$ cat src/hdl/ple_pkg.sv
`default_nettype none

package ple_pkg;

  typedef enum logic [2:0] {
    OP_INS_END   = 3'd0,
    OP_INS_FRONT = 3'd1,
    OP_INS_POS   = 3'd2,
    OP_UPDATE    = 3'd3,
    OP_DEL_FRONT = 3'd4,
    OP_DEL_END   = 3'd5,
    OP_DEL_POS   = 3'd6,
    OP_DUMP      = 3'd7
  } opcode_t;

  typedef enum logic [1:0] {
    ST_OK     = 2'd0,
    ST_BADPOS = 2'd1,
    ST_FULL   = 2'd2,
    ST_EMPTY  = 2'd3
  } status_t;

  typedef enum logic [2:0] {
    CM_HOLD   = 3'd0,
    CM_INSERT = 3'd1,
    CM_DELETE = 3'd2,
    CM_UPDATE = 3'd3,
    CM_ROTATE = 3'd4
  } cell_mode_t;

  localparam int unsigned OUT_VALUE_W = 32;
  localparam int unsigned POS_W       = 7;

endpackage

`default_nettype wire

$ cat src/hdl/ple_cell.sv
`default_nettype none

module ple_cell #(
  parameter int unsigned VALUE_BITS = 32,
  parameter int unsigned IW         = 6,
  parameter int unsigned IDX        = 0
) (
  input  wire logic                      clk,
  input  wire ple_pkg::cell_mode_t       mode,
  input  wire logic [IW-1:0]             sel_idx,
  input  wire logic [VALUE_BITS-1:0]     prev_d,
  input  wire logic [VALUE_BITS-1:0]     next_d,
  input  wire logic [VALUE_BITS-1:0]     head_d,
  input  wire logic [VALUE_BITS-1:0]     new_d,
  output logic      [VALUE_BITS-1:0]     data_r
);
  import ple_pkg::*;

  localparam logic [IW-1:0] MY_IDX = IW'(IDX);

  logic [VALUE_BITS-1:0] data_nxt;
  logic                  at_sel;
  logic                  above_sel;

  assign at_sel    = (MY_IDX == sel_idx);
  assign above_sel = (MY_IDX > sel_idx);

  always_comb begin
    data_nxt = data_r;
    unique case (mode)
      CM_INSERT: begin
        if (above_sel) data_nxt = prev_d;
        else if (at_sel) data_nxt = new_d;
      end
      CM_DELETE: begin
        if (above_sel || at_sel) data_nxt = next_d;
      end
      CM_UPDATE: begin
        if (at_sel) data_nxt = new_d;
      end
      CM_ROTATE: begin
        if (at_sel) data_nxt = head_d;
        else if (!above_sel) data_nxt = next_d;
      end
      default: data_nxt = data_r;
    endcase
  end

  always_ff @(posedge clk) begin
    data_r <= data_nxt;
  end

endmodule

`default_nettype wire

$ cat config.mk
export PLATFORM = sky130hd
export DESIGN_NAME = ple_cell
export DESIGN_NICKNAME = d
export VERILOG_FILES = /design/src/hdl/ple_pkg.sv /design/src/hdl/ple_cell.sv
export SDC_FILE = /design/constraint.sdc
export NUM_CORES = 1
export LEC_CHECK = 0
export BUFFER_PORTS_ARGS = -buffer_cell sky130_fd_sc_hd__buf_2
export CORE_MARGIN = 8
export CORE_UTILIZATION = 37
export CTS_CLUSTER_DIAMETER = 200
export DETAILED_ROUTE_END_ITERATION = 10
export PLACE_DENSITY_LB_ADDON = 0.08
export SLEW_MARGIN = 5
export SYNTH_ARGS = -nofsm -noshare
export SYNTH_HDL_FRONTEND = slang
export SYNTH_SLANG_ARGS = --single-unit
$ cat constraint.sdc
create_clock -name clk -period 4.6 [get_ports clk]
set_clock_uncertainty 0.1 [all_clocks]
set_input_delay 0.46 -clock clk [delete_from_list [all_inputs] [get_ports clk]]
set_output_delay 0.46 -clock clk [all_outputs]
set_load 0.03 [all_outputs]
* Yosys cells after proc, flatten, opt, wreduce, memory -nomap -nowiden
Cells that the tools add are included.
Cells by class: reduce and logical (&&, ||, !) cells 4, shift-type cells 0, $add $sub $neg 0, multiply operators 0, bitwise operators 0, eq/ne operators 6, muxes and demuxes 6, divide/modulo/power cells 0, $lt $le $gt $ge 1
Operator list (number):
- two-way mux 32 bit | 5
- case mux 32 bit (4 select lines) | 1
- == test 3 x 2 -> 1 bit, second input constant | 2
- greater-than comparator 1 x 6 -> 1 bit, first input constant | 1
- zero test 6 bit | 1
- nonzero test 4 bit | 1
- == test 3 x 1 -> 1 bit, second input constant | 1
- == test 3 bit, second input constant | 1
- != test 3 bit, second input constant | 1
- AND reduction 3 bit | 1
- != test 2 bit, second input constant | 1
- logical OR 1 bit | 1
Storage, ports and cells: bits in read-only memories 0, bits in latches 0, register bits 32, memories 0, logic and storage cells 18, output and inout port bits 32, bits in writable memories 0

* Depth between registers and ports, before layout
depth in word-level cells 4, mapped depth 5, mapped depth without buffers 4

* Least setup slack after synthesis
Ideal clock, no wire load.
kind input to register, start input sel_idx[5], end register data_r[0] (enable), path slack 794 ps, arrival time 3240 ps, path buffers 0, required time 4034 ps, stages on the path 3, cell sequence nor4_2 > a31oi_1 > o21ai_0
Between the ends: longest elaborated chain between the ends 4
RTL lines:
- start, declared | RTL line ple_cell.sv:10 | input wire logic [IW-1:0] sel_idx,
- greater-than comparator 1 x 6 -> 1 bit or zero test 6 bit (tied branches) | RTL line ple_cell.sv:26, ple_cell.sv:25
- logical OR 1 bit | RTL line ple_cell.sv:36 | if (above_sel || at_sel) data_nxt = next_d;
- != test 2 bit (no line)
- AND reduction 3 bit (no line) *
- end signal, assigned | RTL line ple_cell.sv:50 | data_r <= data_nxt;
- end, declared | RTL line ple_cell.sv:15 | output logic [VALUE_BITS-1:0] data_r
Mark *: on every way between the ends. The rest lies on a longest branch, timed or not. A chain may end at the register's enable or synchronous reset.

* Worst setup path in the final report
start input sel_idx[5], end register data_r[21], data pin
Between the ends: longest elaborated chain between the ends 4
RTL lines:
- parallel branches: the longest is 3 deep, another holds greater-than comparator 1 x 6 -> 1 bit
- case mux 32 bit (4 select lines) * | RTL line ple_cell.sv:30 | unique case (mode)
- named net data_nxt[21] | RTL line ple_cell.sv:21 | logic [VALUE_BITS-1:0] data_nxt;
Mark *: on every way through the listed nets, which the timed path passes.

==> results_dict.tcl <==
set metrics [dict create \
    status "finished, final reports clean" \
    clk_pin_slew_worst_paths_ns 0.06 \
    grt_use_met2 0.264 \
    crit_path_max_incr_delay_ns 0.70 \
    mostFrequentLayoutCell "buf_2" \
    p_leak_nw 1.33 \
    dp.cells 346 \
    grt_pass1_vias 1949 \
    drtPass1Iterations 4 \
    cp.arrival_ns 2.31 \
    setup_violations 0 \
    post_drt_via_cell_ratio 5.12 \
    crit_required_ns 4.50 \
    top_regs "data_r (32)" \
    clockBufferDepth 2 \
    fmax_ghz 0.416 \
    yosysSeqAreaShare 0.517 \
    min_period_ns 2.40 \
    routed_wl_microns 6080 \
    chipWidth_microns 86.9 \
    num_vias 1811 \
    die_y_microns 86.9 \
    stdcell_count 354 \
    maxCapViolCount 0 \
    yosys_warnings 0 \
    area_growth_pct 44.3 \
    cts_tree "yes" \
    dp_hpwl_microns 4620 \
    grt_util_met3 0.0679 \
    finalPower_mw 0.764 \
    synthCells 151 \
    worstHoldPathType "primary input to flip-flop" \
    initial_utilization 0.388 \
    final_nets 424 \
    path_class "primary input to flip-flop" \
    worstMarginPinSlew_ns 1.04 \
    post_cts_buffers 0 \
    dp_slack_ns 1.86 \
    grt-ovfl-total 0 \
    postCtsResizedCells 0 \
    wl_per_cell_microns 17.2 \
    io-pin-count 170 \
    root_buffer "clkbuf_8" \
    worstSetupEndpointType "flip-flop" \
    port_buffers 137 \
    layout-drive-gt1-share 0.530 \
    path_max_fanout 32 \
    ant_nets 0 \
    setup_ws_ns 2.20 \
    hold_slack_ns 0.386 \
    peakVddDrop_mv 0.132 \
    layout_common_cells "137 x buf_2, 32 x mux2i_1, 32 x a22oi_1, 32 x edfxtp_1, 19 x o21ai_1" \
    tns_ns 0 \
    syn_nets 289 \
    rsz0062_at_grt "no" \
    hold_viol 0 \
    grt.total_usage 0.162 \
    cts_buffers 5 \
    clk_latency_ns 0.27 \
    antenna_found_initial 0 \
    maxSlewViolCount 0 \
    final.period_utilization 0.523 \
    drtIter0Drc 79 \
    max_slew_margin 0.301 \
    power_density_mw_per_mm2 285 \
    slowest_stage "nand2_2" \
    ys_types 18 \
    cp-start-kind "primary input" \
    hold_buffers 0 \
    met1_usage 0.185 \
    coreArea_sq_mm 0.00479 \
    regMostFlops "data_r" \
    cts.sinks 32 \
    rows 25 \
    syn_avg_cell_area_sq_um 12.3 \
    grt_max_degree 33 \
    netlist_area_sq_mm 0.00186 \
    drc 0 \
    busiest_layer "met2" \
    largest_reg_flops 32 \
    gp_congestion 0.764 \
    n_antenna_cell 0 \
    cts_max_level 2 \
    grt_first_pass_wirelength_microns 9640 \
    cp_cell_sequence "buf_2 -> nor4_2 -> nand2_2 -> mux2i_1 -> o21ai_1" \
    ys_ff_latch 32 \
    die_area_sq_mm 0.00755 \
]
==> cell families (layout without fill, tap and decap cells) <==
logic type,count (synthesis),in the layout,synth area share
muxes,32,32,0.172
AOI/OAI and AO/OA,67,67,0.226
buffers and inverters,12,148,0.0444
DFF,32,32,0.517
and+or+nand+nor,7,7,0.0350
xor gates and xnor gates,1,1,0.00471
==> Yosys cell counts <==
cell | instances | area (sq um)
edfxtp_1 | 32 | 961
nand2_1 | 1 | 3.75
nor4_2 | 1 | 12.5
clkbuf_1 | 3 | 11.3
nor2_1 | 2 | 7.51
nand2b_1 | 1 | 6.26
a31oi_1 | 1 | 6.26
a311oi_1 | 1 | 8.76
buf_6 | 3 | 33.8
or3b_4 | 1 | 11.3
buf_4 | 3 | 22.5
o21ai_0 | 14 | 70.1
buf_2 | 3 | 15.0
xnor2_1 | 1 | 8.76
mux2i_1 | 32 | 320
nor4b_4 | 1 | 23.8
o21ai_1 | 19 | 95.1
a22oi_1 | 32 | 240
==> power by group <==
part | internal [mW] | leakage (nW) | switching, mW
Clock | 0.105 | 0.0399 | 0.0964
Combinational | 0.0783 | 0.981 | 0.116
Sequential | 0.357 | 0.308 | 0.0110
Total | 0.540 | 1.33 | 0.224
==> critical path, delay by kind of cell <==
family | cells | cell delay, ns
buf+inv | 1 | 0.10
simple gates | 2 | 1.24
mux | 1 | 0.39
compound gates | 1 | 0.08
==> final cells by class <==
type | instances | area [sq um]
Clock inverter | 1 | 3.75
Fill cell | 456 | 2100
Tap cell | 67 | 83.8
Timing Repair Buffer | 140 | 708
Multi-Input combinational cell | 107 | 848
Clock buffer | 7 | 76.3
Sequential cell | 32 | 961
==> per-stage QoR <==
step / util / area, sq um
4_1_cts: 0.560 / 2680
3_5_place_dp: 0.544 / 2600
6_report: 0.560 / 2680
3_3_place_gp: 0.544 / 2600
2_1_floorplan: - / 1860
5_1_grt: 0.560 / 2680
==> final timing paths <==
| kind | slack, ns | from | cells past startpoint | to |
|---|---|---|---|---|
| max | 2.20 | sel_idx[5] | 5 | data_r[21] |
| min | 0.39 | head_d[8] | 3 | data_r[8] |
| max reg2reg | 3.58 | data_r[25] | 2 | data_r[25] |
| min reg2reg | 0.53 | data_r[6] | 2 | data_r[6] |
==> metal layers <==
layer	share of wire	vias up
met5	0	-
met4	0.015	0
met3	0.11	9
met2	0.47	93
met1	0.40	824
li1	-	885
Power figures use the tool's default switching activity.
